File: src/rtl/latency_stat_tracker_assert.svh
// Assertion macros for the latency statistics tracker.
`ifndef LATENCY_STAT_TRACKER_ASSERT_SVH
`define LATENCY_STAT_TRACKER_ASSERT_SVH
`ifndef SYNTH
`define LST_ASSERT_IMP(label, ante, cons) \
    label: assert property (@(posedge clk) disable iff (!rst_n) (ante) |-> (cons)) \
        else $error("assertion failed");
`define LST_ASSERT_NXT(label, ante, cons) \
    label: assert property (@(posedge clk) disable iff (!rst_n) (ante) |=> (cons)) \
        else $error("assertion failed");
`else
`define LST_ASSERT_IMP(label, ante, cons)
`define LST_ASSERT_NXT(label, ante, cons)
`endif
`endif

File: src/rtl/lst_pkg.sv
// Shared types and constants for the latency statistics tracker.
package lst_pkg;

    localparam int NUM_TYPES = 8;
    localparam int TYPE_W    = 3;
    localparam int IDX_W     = $clog2(NUM_TYPES);
    localparam int DATA_W    = 64;
    localparam int CNT_W     = 16;
    localparam int STATUS_W  = 2;
    localparam int MUL_STEPS = DATA_W / 2;
    localparam int DIV_STEPS = DATA_W;
    localparam int STEP_W    = $clog2(DIV_STEPS);

    localparam logic [STATUS_W-1:0] ST_OK       = 2'd0;
    localparam logic [STATUS_W-1:0] ST_ORDER    = 2'd1;
    localparam logic [STATUS_W-1:0] ST_ZERO_DIV = 2'd2;
    localparam logic [STATUS_W-1:0] ST_CLEARED  = 2'd3;

    localparam logic ACT_RECORD = 1'b0;
    localparam logic ACT_CLEAR  = 1'b1;

    localparam logic [DATA_W-1:0] ALL_ONES = '1;

    typedef struct packed {
        logic              action;
        logic [TYPE_W-1:0] event_type;
        logic [DATA_W-1:0] start_time;
        logic [DATA_W-1:0] end_time;
        logic [CNT_W-1:0]  completed_events;
    } sample_t;

    typedef struct packed {
        logic [TYPE_W-1:0]   row_type;
        logic [DATA_W-1:0]   total_events;
        logic [DATA_W-1:0]   mean_latency;
        logic [DATA_W-1:0]   peak_latency;
        logic [DATA_W-1:0]   least_latency;
        logic [DATA_W-1:0]   sample_latency;
        logic [STATUS_W-1:0] status;
    } report_t;

    typedef struct packed {
        logic              start;
        logic [DATA_W-1:0] multiplicand;
        logic [DATA_W-1:0] multiplier;
        logic [DATA_W-1:0] addend;
        logic [DATA_W-1:0] divisor;
    } md_req_t;

    typedef struct packed {
        logic              done;
        logic [DATA_W-1:0] quotient;
    } md_rsp_t;

endpackage

File: src/rtl/lst_muldiv.sv
// Serial unit: (multiplicand * multiplier + addend) / divisor, quotient saturated.
module lst_muldiv (
    input  logic            clk,
    input  logic            rst_n,
    input  lst_pkg::md_req_t req,
    output lst_pkg::md_rsp_t rsp
);

    localparam logic [2:0] MD_IDLE = 3'd0;
    localparam logic [2:0] MD_PRE  = 3'd1;
    localparam logic [2:0] MD_MUL  = 3'd2;
    localparam logic [2:0] MD_ADD  = 3'd3;
    localparam logic [2:0] MD_INC  = 3'd4;
    localparam logic [2:0] MD_CHK  = 3'd5;
    localparam logic [2:0] MD_DIV  = 3'd6;

    logic [2:0]                    state_reg;
    logic [2:0]                    state_next;
    logic [lst_pkg::STEP_W-1:0]    count_reg;
    logic [lst_pkg::DATA_W-1:0]    mcand_reg;
    logic [lst_pkg::DATA_W+1:0]    mcand3_reg;
    logic [lst_pkg::DATA_W-1:0]    mplier_reg;
    logic [lst_pkg::DATA_W-1:0]    addend_reg;
    logic [lst_pkg::DATA_W-1:0]    divisor_reg;
    logic [lst_pkg::DATA_W-1:0]    hi_reg;
    logic [lst_pkg::DATA_W-1:0]    lo_reg;
    logic                          carry_reg;
    logic [lst_pkg::DATA_W-1:0]    quot_reg;
    logic                          done_reg;

    logic [lst_pkg::DATA_W+1:0]    digit_mult;
    logic [lst_pkg::DATA_W+1:0]    mul_sum;
    logic [lst_pkg::DATA_W:0]      lo_sum;
    logic [lst_pkg::DATA_W:0]      rem_shift;
    logic [lst_pkg::DATA_W+1:0]    rem_diff;
    logic                          rem_ge;
    logic                          mul_last;
    logic                          div_last;

    always_comb
    begin
        case (mplier_reg[1:0])
            2'd0:    digit_mult = '0;
            2'd1:    digit_mult = {2'b00, mcand_reg};
            2'd2:    digit_mult = {1'b0, mcand_reg, 1'b0};
            default: digit_mult = mcand3_reg;
        endcase
    end

    assign mul_sum   = {2'b00, hi_reg} + digit_mult;
    assign lo_sum    = {1'b0, lo_reg} + {1'b0, addend_reg};
    assign rem_shift = {hi_reg, lo_reg[lst_pkg::DATA_W-1]};
    assign rem_diff  = {1'b0, rem_shift} - {2'b00, divisor_reg};
    assign rem_ge    = !rem_diff[lst_pkg::DATA_W+1];
    assign mul_last  = (count_reg == lst_pkg::STEP_W'(lst_pkg::MUL_STEPS - 1));
    assign div_last  = (count_reg == lst_pkg::STEP_W'(lst_pkg::DIV_STEPS - 1));

    always_comb
    begin
        state_next = state_reg;
        case (state_reg)
            MD_IDLE: if (req.start) state_next = MD_PRE;
            MD_PRE:  state_next = MD_MUL;
            MD_MUL:  if (mul_last) state_next = MD_ADD;
            MD_ADD:  state_next = MD_INC;
            MD_INC:  state_next = MD_CHK;
            MD_CHK:  state_next = (hi_reg >= divisor_reg) ? MD_IDLE : MD_DIV;
            MD_DIV:  if (div_last) state_next = MD_IDLE;
            default: state_next = MD_IDLE;
        endcase
    end

    always_ff @(posedge clk or negedge rst_n)
    begin
        if (!rst_n)
        begin
            state_reg <= MD_IDLE;
            done_reg  <= 1'b0;
        end
        else
        begin
            state_reg <= state_next;
            done_reg  <= ((state_reg == MD_CHK) && (hi_reg >= divisor_reg))
                         || ((state_reg == MD_DIV) && div_last);
        end
    end

    always_ff @(posedge clk)
    begin
        case (state_reg)
            MD_IDLE:
            begin
                if (req.start)
                begin
                    mcand_reg   <= req.multiplicand;
                    mplier_reg  <= req.multiplier;
                    addend_reg  <= req.addend;
                    divisor_reg <= req.divisor;
                end
            end
            MD_PRE:
            begin
                mcand3_reg <= {2'b00, mcand_reg} + {1'b0, mcand_reg, 1'b0};
                hi_reg     <= '0;
                lo_reg     <= '0;
                count_reg  <= '0;
            end
            MD_MUL:
            begin
                hi_reg     <= mul_sum[lst_pkg::DATA_W+1:2];
                lo_reg     <= {mul_sum[1:0], lo_reg[lst_pkg::DATA_W-1:2]};
                mplier_reg <= {2'b00, mplier_reg[lst_pkg::DATA_W-1:2]};
                count_reg  <= count_reg + 1'b1;
            end
            MD_ADD:
            begin
                lo_reg    <= lo_sum[lst_pkg::DATA_W-1:0];
                carry_reg <= lo_sum[lst_pkg::DATA_W];
            end
            MD_INC:
            begin
                hi_reg <= hi_reg + {{(lst_pkg::DATA_W-1){1'b0}}, carry_reg};
            end
            MD_CHK:
            begin
                count_reg <= '0;
                // high half at or above divisor: quotient overflows 64 bits
                if (hi_reg >= divisor_reg)
                    quot_reg <= lst_pkg::ALL_ONES;
            end
            MD_DIV:
            begin
                hi_reg    <= rem_ge ? rem_diff[lst_pkg::DATA_W-1:0]
                                    : rem_shift[lst_pkg::DATA_W-1:0];
                lo_reg    <= {lo_reg[lst_pkg::DATA_W-2:0], rem_ge};
                count_reg <= count_reg + 1'b1;
                if (div_last)
                    quot_reg <= {lo_reg[lst_pkg::DATA_W-2:0], rem_ge};
            end
            default:
            begin
            end
        endcase
    end

    assign rsp.done     = done_reg;
    assign rsp.quotient = quot_reg;

endmodule

File: src/rtl/latency_stat_tracker.sv
// Latency statistics tracker: per event type total, mean, peak and least latency.
//
// Usage:
//   sample channel (sample_valid / sample_stall / sample) carries one item per
//   transfer: action 0 records a latency sample for one event type, action 1
//   clears every row. report channel (report_valid / report_stall / report)
//   returns exactly one result per item, in order.
// Sequencing:
//   one item at a time; sample_stall is high from a transfer until its result
//   is loaded into the report register. A record item's mean is set by the
//   serial multiply (two bits per cycle) and restoring divide (one bit per
//   cycle); a mean that overflows skips the divide. Clear and out of range
//   items skip the sum and the multiply-divide; a zero divisor skips the
//   multiply-divide.
// Reset:
//   all rows read back as total 0, mean 0, peak 0, least all ones.
// Stalls:
//   a result waits in the report register while report_stall is high; the
//   next item can be taken and worked on meanwhile, but its result is held
//   until the register frees up.
module latency_stat_tracker (
    input  logic             clk,
    input  logic             rst_n,
    input  logic             sample_valid,
    output logic             sample_stall,
    input  lst_pkg::sample_t sample,
    output logic             report_valid,
    input  logic             report_stall,
    output lst_pkg::report_t report
);

    `include "latency_stat_tracker_assert.svh"

    localparam logic [2:0] S_IDLE = 3'd0;
    localparam logic [2:0] S_PREP = 3'd1;
    localparam logic [2:0] S_SUM  = 3'd2;
    localparam logic [2:0] S_WAIT = 3'd3;
    localparam logic [2:0] S_WB   = 3'd4;

    logic [2:0]                       state_reg;
    logic [2:0]                       state_next;
    lst_pkg::sample_t                 item_reg;
    logic [lst_pkg::NUM_TYPES-1:0]    row_valid_reg;
    logic                             start_reg;
    logic                             report_valid_reg;
    lst_pkg::report_t                 report_reg;

    logic [lst_pkg::DATA_W-1:0]       total_mem [lst_pkg::NUM_TYPES];
    logic [lst_pkg::DATA_W-1:0]       mean_mem  [lst_pkg::NUM_TYPES];
    logic [lst_pkg::DATA_W-1:0]       peak_mem  [lst_pkg::NUM_TYPES];
    logic [lst_pkg::DATA_W-1:0]       least_mem [lst_pkg::NUM_TYPES];

    logic [lst_pkg::DATA_W-1:0]       old_reg;
    logic [lst_pkg::DATA_W-1:0]       mean_reg;
    logic [lst_pkg::DATA_W-1:0]       peak_reg;
    logic [lst_pkg::DATA_W-1:0]       least_reg;
    logic [lst_pkg::DATA_W-1:0]       delta_reg;
    logic                             order_reg;
    logic [lst_pkg::DATA_W-1:0]       sum_reg;
    logic                             zdiv_reg;

    logic                             accept;
    logic                             out_free;
    logic                             wb_fire;
    logic                             in_range;
    logic                             is_clear;
    logic [lst_pkg::IDX_W-1:0]        idx;
    logic [lst_pkg::DATA_W:0]         delta_full;
    logic [lst_pkg::DATA_W:0]         sum_full;
    logic [lst_pkg::DATA_W-1:0]       sum_sat;
    logic [lst_pkg::DATA_W-1:0]       peak_new;
    logic [lst_pkg::DATA_W-1:0]       least_new;
    logic [lst_pkg::STATUS_W-1:0]     order_status;
    lst_pkg::md_req_t                 md_req;
    lst_pkg::md_rsp_t                 md_rsp;

    assign accept    = sample_valid && !sample_stall;
    assign out_free  = !report_valid_reg || !report_stall;
    assign wb_fire   = (state_reg == S_WB) && out_free;
    assign in_range  = (int'(item_reg.event_type) < lst_pkg::NUM_TYPES);
    assign is_clear  = (item_reg.action == lst_pkg::ACT_CLEAR);
    assign idx       = item_reg.event_type[lst_pkg::IDX_W-1:0];

    assign delta_full = {1'b0, item_reg.end_time} - {1'b0, item_reg.start_time};
    assign sum_full   = {1'b0, old_reg}
                        + {{(lst_pkg::DATA_W-lst_pkg::CNT_W+1){1'b0}},
                           item_reg.completed_events};
    assign sum_sat    = sum_full[lst_pkg::DATA_W] ? lst_pkg::ALL_ONES
                                                  : sum_full[lst_pkg::DATA_W-1:0];
    assign peak_new   = (delta_reg > peak_reg) ? delta_reg : peak_reg;
    assign least_new  = (delta_reg < least_reg) ? delta_reg : least_reg;
    assign order_status = order_reg ? lst_pkg::ST_ORDER : lst_pkg::ST_OK;

    assign md_req.start        = start_reg;
    assign md_req.multiplicand = mean_reg;
    assign md_req.multiplier   = old_reg;
    assign md_req.addend       = delta_reg;
    assign md_req.divisor      = sum_reg;

    lst_muldiv u_muldiv (
        .clk   (clk),
        .rst_n (rst_n),
        .req   (md_req),
        .rsp   (md_rsp)
    );

    always_comb
    begin
        state_next = state_reg;
        case (state_reg)
            S_IDLE: if (accept) state_next = S_PREP;
            S_PREP: state_next = (is_clear || !in_range) ? S_WB : S_SUM;
            S_SUM:  state_next = (sum_sat == '0) ? S_WB : S_WAIT;
            S_WAIT: if (md_rsp.done) state_next = S_WB;
            S_WB:   if (out_free) state_next = S_IDLE;
            default: state_next = S_IDLE;
        endcase
    end

    always_ff @(posedge clk or negedge rst_n)
    begin
        if (!rst_n)
        begin
            state_reg        <= S_IDLE;
            row_valid_reg    <= '0;
            start_reg        <= 1'b0;
            report_valid_reg <= 1'b0;
        end
        else
        begin
            state_reg <= state_next;
            start_reg <= (state_reg == S_SUM) && (sum_sat != '0);
            if (wb_fire)
                report_valid_reg <= 1'b1;
            else if (!report_stall)
                report_valid_reg <= 1'b0;
            if (wb_fire)
            begin
                if (is_clear)
                    row_valid_reg <= '0;
                else if (in_range)
                    row_valid_reg[idx] <= 1'b1;
            end
        end
    end

    always_ff @(posedge clk)
    begin
        if (accept)
            item_reg <= sample;

        if (state_reg == S_PREP)
        begin
            delta_reg <= delta_full[lst_pkg::DATA_W-1:0];
            order_reg <= delta_full[lst_pkg::DATA_W];
            zdiv_reg  <= 1'b0;
            if (row_valid_reg[idx])
            begin
                old_reg   <= total_mem[idx];
                mean_reg  <= mean_mem[idx];
                peak_reg  <= peak_mem[idx];
                least_reg <= least_mem[idx];
            end
            else
            begin
                old_reg   <= '0;
                mean_reg  <= '0;
                peak_reg  <= '0;
                least_reg <= lst_pkg::ALL_ONES;
            end
        end

        if (state_reg == S_SUM)
        begin
            sum_reg  <= sum_sat;
            zdiv_reg <= (sum_sat == '0);
        end

        if ((state_reg == S_WAIT) && md_rsp.done)
            mean_reg <= md_rsp.quotient;

        if (wb_fire && !is_clear && in_range)
        begin
            total_mem[idx] <= sum_reg;
            mean_mem[idx]  <= mean_reg;
            peak_mem[idx]  <= peak_new;
            least_mem[idx] <= least_new;
        end

        if (wb_fire)
        begin
            report_reg.row_type <= item_reg.event_type;
            if (is_clear)
            begin
                report_reg.total_events   <= '0;
                report_reg.mean_latency   <= '0;
                report_reg.peak_latency   <= '0;
                report_reg.least_latency  <= lst_pkg::ALL_ONES;
                report_reg.sample_latency <= '0;
                report_reg.status         <= lst_pkg::ST_CLEARED;
            end
            else if (!in_range)
            begin
                report_reg.total_events   <= '0;
                report_reg.mean_latency   <= '0;
                report_reg.peak_latency   <= '0;
                report_reg.least_latency  <= lst_pkg::ALL_ONES;
                report_reg.sample_latency <= delta_reg;
                report_reg.status         <= order_status;
            end
            else
            begin
                report_reg.total_events   <= sum_reg;
                report_reg.mean_latency   <= mean_reg;
                report_reg.peak_latency   <= peak_new;
                report_reg.least_latency  <= least_new;
                report_reg.sample_latency <= delta_reg;
                report_reg.status         <= zdiv_reg ? lst_pkg::ST_ZERO_DIV : order_status;
            end
        end
    end

    assign sample_stall = (state_reg != S_IDLE);
    assign report_valid = report_valid_reg;
    assign report       = report_reg;

    `LST_ASSERT_NXT(a_busy_after_transfer, accept, sample_stall)
    `LST_ASSERT_IMP(a_clear_report, report_valid && (report.status == lst_pkg::ST_CLEARED), (report.total_events == '0) && (report.least_latency == lst_pkg::ALL_ONES))
    `LST_ASSERT_IMP(a_peak_over_least, report_valid && (report.total_events != '0), report.peak_latency >= report.least_latency)

endmodule

File: config.mk
export PLATFORM = sky130hd
export DESIGN_NAME = latency_stat_tracker
export DESIGN_NICKNAME = d
export VERILOG_FILES = /design/src/rtl/lst_pkg.sv /design/src/rtl/lst_muldiv.sv /design/src/rtl/latency_stat_tracker.sv
export VERILOG_INCLUDE_DIRS = /design/src /design/src/rtl
export SDC_FILE = /design/constraint.sdc
export NUM_CORES = 2
export LEC_CHECK = 0
export BUFFER_PORTS_ARGS = -buffer_cell sky130_fd_sc_hd__buf_2
export CORE_ASPECT_RATIO = 2
export CORE_MARGIN = 3
export CORE_UTILIZATION = 33
export DETAILED_ROUTE_END_ITERATION = 10
export GPL_ROUTABILITY_DRIVEN = 0
export GPL_TIMING_DRIVEN = 0
export HOLD_SLACK_MARGIN = 0.05
export SETUP_SLACK_MARGIN = 0.2
export SLEW_MARGIN = 40
export SYNTH_ARGS = -nofsm -noshare
export SYNTH_HDL_FRONTEND = slang
export SYNTH_HIERARCHICAL = 1
export SYNTH_SLANG_ARGS = --single-unit
File: constraint.sdc
create_clock -name clk -period 80.1 [get_ports clk]
set_input_delay 8.01 -clock clk [delete_from_list [all_inputs] [get_ports clk]]
set_output_delay 8.01 -clock clk [all_outputs]
set_load 0.005 [all_outputs]
# ---- After elaboration in Yosys (flattened, before gate mapping)
# Memory sizes are Yosys's and may differ from the RTL's. A register that Yosys moved wholly into a read port is not among the register bits.
# Index checks and enable logic that the tools add are counted.
dict set report totals {
  regBits 1205
  ram_bits 2048
  input_bits 152
  output_inout_bits 327
  wordCells 154
  memories 4
}
# name words width rd rd_ports_with_merged_regs write_ports line_no
set memory_table {}
lappend memory_table {least_mem 8 64 1 1 1 latency_stat_tracker.sv:51} ;# logic [lst_pkg::DATA_W-1:0] least_mem [lst_pkg::NUM_TYPES];
lappend memory_table {mean_mem 8 64 1 1 1 latency_stat_tracker.sv:49} ;# logic [lst_pkg::DATA_W-1:0] mean_mem [lst_pkg::NUM_TYPES];
lappend memory_table {peak_mem 8 64 1 1 1 latency_stat_tracker.sv:50} ;# logic [lst_pkg::DATA_W-1:0] peak_mem [lst_pkg::NUM_TYPES];
lappend memory_table {total_mem 8 64 1 1 1 latency_stat_tracker.sv:48} ;# logic [lst_pkg::DATA_W-1:0] total_mem [lst_pkg::NUM_TYPES];
dict set report classes {
  addsub 8
  magnitude_cmp 5
  eq_ne 22
  mux 41
  bitwise 1
  n_reduce_logical 39
}
# cell n
set op_table {}
lappend op_table {{64-bit 2-to-1 mux} 10}
lappend op_table {{64-bit one-hot mux with 4 select lines} 2}
lappend op_table {{64-bit one-hot mux with 2 select lines} 2}
lappend op_table {{66-bit one-hot mux with 3 select lines} 1}
lappend op_table {{64-bit by 65-bit adder with 66-bit output} 1}
lappend op_table {{64-bit by 66-bit adder with 66-bit output} 1}
lappend op_table {{65-bit by 64-bit subtractor with 66-bit output} 1}
lappend op_table {{64-bit by 16-bit adder with 65-bit output} 1}
lappend op_table {{64-bit by 64-bit adder with 65-bit output} 1}
lappend op_table {{64-bit by 64-bit subtractor with 65-bit output} 1}
lappend op_table {{64-bit by 1-bit adder with 64-bit output} 1}
lappend op_table {{64-bit >= comparator} 1}
lappend op_table {{64-bit greater-than comparator} 1}
lappend op_table {{64-bit zero test} 1}
lappend op_table {{64-bit < comparator} 1}
lappend op_table {{64-bit nonzero test} 1}
lappend op_table {{3-bit 2-to-1 mux} 10}
lappend op_table {{3-bit one-hot mux with 7 select lines} 1}
lappend op_table {{3-bit one-hot mux with 5 select lines} 1}
lappend op_table {{3-bit by 2-bit equality test with 1-bit output, second input constant} 4}
lappend op_table {{3-bit equality test, second input constant} 4}
lappend op_table {{6-bit one-hot mux with 2 select lines} 1}
lappend op_table {{1-bit 2-to-1 mux} 10}
lappend op_table {{2-bit by 1-bit inequality test with 1-bit output, second input constant} 5}
lappend op_table {{24 further kinds} 53}

# ---- Longest topological paths before layout
dict set report logic_depth {
  word_depth 6
  depth_mapped 18
  depth_no_buf 16
}

# ---- Hierarchy
# Netlist, hierarchy kept.
# mod instances cells_per_inst area_per_inst_um2 seq_area_each_um2
set by_module_without_submodules {}
lappend by_module_without_submodules {latency_stat_tracker 1 6512 114340.9 87679.1}
lappend by_module_without_submodules {lst_muldiv 1 4050 39072.5 15745.1}

# ---- Least setup slack after synthesis
# No wires, ideal clock.
dict set report synth_timing {
  path_kind {input -> register}
  from {input report_stall}
  to {memory least_mem[0][0] in the netlist's numbering, enable pin}
  setup_time_ns 1.502
  arrival_time_ns 48.555
  t_required_ns 78.598
  slack_ns 30.043
  path_stages 3
  path_cell_list {a21oi_1 > nand2b_1 > nor4_1}
}
dict set report synth_via {
  elab_chain_len 6
}
# item line_no
set synth_rtl {}
lappend synth_rtl {{start: declaration} latency_stat_tracker.sv:28} ;# input logic report_stall,
lappend synth_rtl {{1-bit zero test} --}
lappend synth_rtl {{1-bit logical OR} latency_stat_tracker.sv:78} ;# assign out_free = !report_valid_reg || !report_stall;
lappend synth_rtl {{1-bit logical AND} latency_stat_tracker.sv:79} ;# assign wb_fire = (state_reg == S_WB) && out_free;
lappend synth_rtl {{1-bit logical AND} latency_stat_tracker.sv:182} ;# if (wb_fire && !is_clear && in_range)
lappend synth_rtl {{1-bit 2-to-1 mux} latency_stat_tracker.sv:182}
lappend synth_rtl {{1-bit 2-to-1 mux (not written as such)} latency_stat_tracker.sv:187} ;# least_mem[idx] <= least_new;
lappend synth_rtl {{end: declaration} latency_stat_tracker.sv:51}
# Every way passes these cells.

# ---- Worst setup path after layout
dict set report layout_timing {
  from {input report_stall}
  to {memory mean_mem[0][62] in the netlist's numbering, enable pin}
}
dict set report layout_via {
  elab_chain_len 6
}
# item line_no
set layout_rtl {}
lappend layout_rtl {{1-bit zero test} --}
lappend layout_rtl {{1-bit logical OR} latency_stat_tracker.sv:78}
lappend layout_rtl {{1-bit logical AND} latency_stat_tracker.sv:79}
lappend layout_rtl {{via wb_fire} latency_stat_tracker.sv:64} ;# logic wb_fire;
lappend layout_rtl {{1-bit logical AND} latency_stat_tracker.sv:182}
lappend layout_rtl {{1-bit 2-to-1 mux} latency_stat_tracker.sv:182}
lappend layout_rtl {{1-bit 2-to-1 mux (not written as such)} latency_stat_tracker.sv:185} ;# mean_mem[idx] <= mean_reg;
lappend layout_rtl {{end: declaration} latency_stat_tracker.sv:49}
# The timed path passes the listed nets, and every way through them passes these cells.

==> flow_summary_export.csv <==
group,metric,value,unit
cells_and_area,n_fill_cell,43000,
setup_path,crit_type,"input pin to flop",
global_route,grt_pass1_wl,797,mm
yosys,synth_seq_cells,3448,
status,outcome,"finished, final reports clean",
cells_and_area,stdcell_count,18100,
setup_path,endpoint_kind,"flop",
sta,setup_ws,68090,ps
clock_tree,cts_setup_buffers,0,
sta,finalCritPeriodShare,15.0,%
setup_path,critPathArrivalTime,12660,ps
yosys,synth.distinct_cells,115,
route,antenna_left,0,
setup_path,timing.reg2reg.setup_slack,73670,ps
sta,fin_crit,12010,ps
global_route,grtUsageMet1,25.2,%
global_route,first_global_vias,101000,
yosys,ys_async_sr_fraction,0.493,%
setup_path,cp_max_fo,12,
sta,clock-skew-final,82.6,ps
cells_and_area,area_growth,17.6,%
setup_path,worstSetupEndpoint,"mean_mem[0][62]$_DFFE_PP_",
route,routed_wl,585,mm
sta,maxSlewViolCount,0,
place,placed_cell_area,170000,sq um
worst_hold_path,hp-class,"flop to flop",
route,wl_per_cell,32.3,um
place,dp_cells,17500,
setup_path,r2r-start,"u_muldiv/mplier_reg[0]$_DFFE_PP_",
die,start_util,33.2,%
yosys,avgSynthCellArea,14.5,sq um
yosys,yosysSeqAreaShare,67.4,%
global_route,grt_max_degree,57,
clock_tree,clock_sinks,3448,
global_route,grt_overflow,0,
die,die_area,474000,sq um
cells_and_area,fin_area,180000,sq um
sta,hold_viol_final,0,
sta,fmax,83.2,MHz
yosys,ys_warn_count,6,
sta,setup_violations,0,
cells_and_area,fin_nets,12500,
clock_tree,cts_buffers,321,
yosys,synth-main-ff-cell,"edfxtp_1",
clock_tree,cts.path.max_buffers,4,
global_route,antenna_found_initial,52,
power_and_ir_drop,p_per_area,39.7,nW/um^2
route,drtIter0Drc,10600,
worst_hold_path,hold_depth,1,
cells_and_area,multi_input_area,46900,sq um
clock_tree,ctsRootBufferMaster,"clkbuf_16",
clock_tree,clk_latency,960,ps
clock_tree,htreeDepth,5,
yosys,syn_inst,10600,
setup_path,startpoint,"report_stall",
route,drtPass1Iterations,10,
sta,worst_pin_slew,1010,ps
sta,relSlewSlack,32.5,%
setup_path,r2r_cells,16,
setup_path,r2r_end,"u_muldiv/hi_reg[45]$_DFFE_PP_",
global_route,grt_usage,24.0,%
die,rows,353,
global_route,busiest_layer,"met2",
route,drcViolationCount,0,
place,place.detailed.hpwl,445,mm
clock_tree,cts_hold_buffers,0,
die,boundaryPins,479,
setup_path,cp-start-kind,"input pin",
yosys,synth-edff-count,3428,
cells_and_area,drive_gt1_share,17.9,%
sta,setup-tns-final,0,ps
yosys,synth_nets,11300,
cells_and_area,seqCellArea,103000,sq um
global_route,grt_use_met2,41.6,%
clock_tree,cts_resized,0,
place,dp_worst_setup_slack,67170,ps
run,maxCapViolations,0,
setup_path,cp.required,80750,ps
die,core,462000,sq um
die,die_width,488,um
place,portBuffers,478,
global_route,grtUsageMet3,3.66,%
yosys,syn_area,153000,sq um
power_and_ir_drop,vdd_ir_drop_max,25.9,uV
power_and_ir_drop,finalPower,7.17,mW
route,vias,102000,
sta,worst_hold_slack,494,ps
power_and_ir_drop,leakage,63.3,nW
clock_tree,path_clk_slew,60,ps
die,die_h,970,um
route,via_per_inst,5.65,
sta,grt_setup_unrepaired,"false",
cells_and_area,fin_util,39.0,%
clock_tree,tritoncts,"built",
[cells by family after synthesis]
group	Yosys count	synth area share (%)
flops	3448	67.4
mux	492	4.42
simple gates	2199	7.36
buf+inv	896	2.22
xor+xnor	396	2.26
compound gates	2594	11.9
fa+ha+maj	537	4.41
[synthesized netlist by cell type (all sizes together) (48+ instances only)]
master	n	area [sq um]
mux4	128	2880
nand4	203	1270
mux2	200	2250
edfxtp	3428	103000
a21o	251	1890
o22ai	74	463
buf	69	298
nand2b	128	808
nor2	301	1140
o21bai	60	450
mux2i	164	1640
nor3	89	460
clkbuf	450	1700
a31oi	182	1160
nand2	681	2560
o31ai	94	726
nand3	135	681
or2	90	563
xor2	156	1370
a22oi	412	3090
o21a	51	383
a21oi	442	2220
a221oi	209	1830
ha	531	6640
nor2b	307	1920
and2	48	302
o21ai	298	1510
a22o	257	2250
inv	377	1420
xnor2	240	2100
o211ai	55	432
and3	70	444
[worst min path at each step]
stage                                 startpoint                                end
2_1_floorplan                   idx[0]$_DFFE_PP_              report[322]$_DFFE_PP_
3_3_place_gp        row_valid_reg[6]$_DFFE_PN0P_       row_valid_reg[6]$_DFFE_PN0P_
3_5_place_dp        row_valid_reg[7]$_DFFE_PN0P_       row_valid_reg[7]$_DFFE_PN0P_
4_1_cts        u_muldiv/mplier_reg[37]$_DFFE_PP_  u_muldiv/mplier_reg[35]$_DFFE_PP_
5_1_grt        u_muldiv/mplier_reg[38]$_DFFE_PP_  u_muldiv/mplier_reg[36]$_DFFE_PP_
6_report            row_valid_reg[7]$_DFFE_PN0P_       row_valid_reg[7]$_DFFE_PN0P_
[where the power goes]
part | internal (mW) | switching (mW) | total [mW] | leakage, nW
logic | 0.932 | 1.78 | 2.71 | 26.9
registers | 2.53 | 0.369 | 2.90 | 31.4
clock network | 0.835 | 0.720 | 1.55 | 4.96
total | 4.30 | 2.87 | 7.17 | 63.3
[layer usage]
layer	wire [um]	share of wire [%]
met1	192000	33
met4	63300	11
met3	38800	6.6
met2	290000	50
met5	114	0.019
[layout by cell type (no fill, tap or decap), types with 54 or more instances in the layout]
master	n
xor2_1	155
o21bai_1	60
mux4_2	128
nand4_1	203
xnor2_1	239
buf_12	72
clkbuf_2	169
nor2_1	294
buf_8	87
nor3_1	82
a31oi_1	180
a22oi_1	412
a22o_1	257
buf_16	72
nor2b_1	295
nand2b_1	127
ha_1	531
mux2i_1	164
and3_1	68
o21ai_0	252
buf_4	54
a21o_1	249
or2_2	86
mux2_2	199
a221oi_1	209
clkbuf_16	323
nand3_1	134
o22ai_1	74
o31ai_1	87
edfxtp_1	3428
a21oi_1	434
nand2_1	680
inv_1	376
buf_2	673
clkbuf_1	319
[final cells by class]
class | count | share of cell area (%)
multi-input combinational | 6218 | 26.0
buffer | 519 | 1.28
sequential | 3448 | 57.3
tap | 6035 | 4.19
inverter | 377 | 0.787
clock buffer | 373 | 4.59
clock inverter | 203 | 1.10
timing repair buffer | 927 | 4.71
antenna | 29 | 0.0402
[critical path, stage by stage]
cell      delay, ps
buf_2           120
a21oi_4         320
buf_8           220
buf_8           180
nand2b_1        170
nor4_2          480
buf_2           310
buf_2           210
buf_2           210
buf_2           220
buf_2           220
buf_4           210
buf_2           240
buf_2           230
buf_2           230
buf_2           220
buf_2           220
buf_2           220
buf_2           190
buf_2           180
Note: power is estimated with default switching activity, not from simulation.
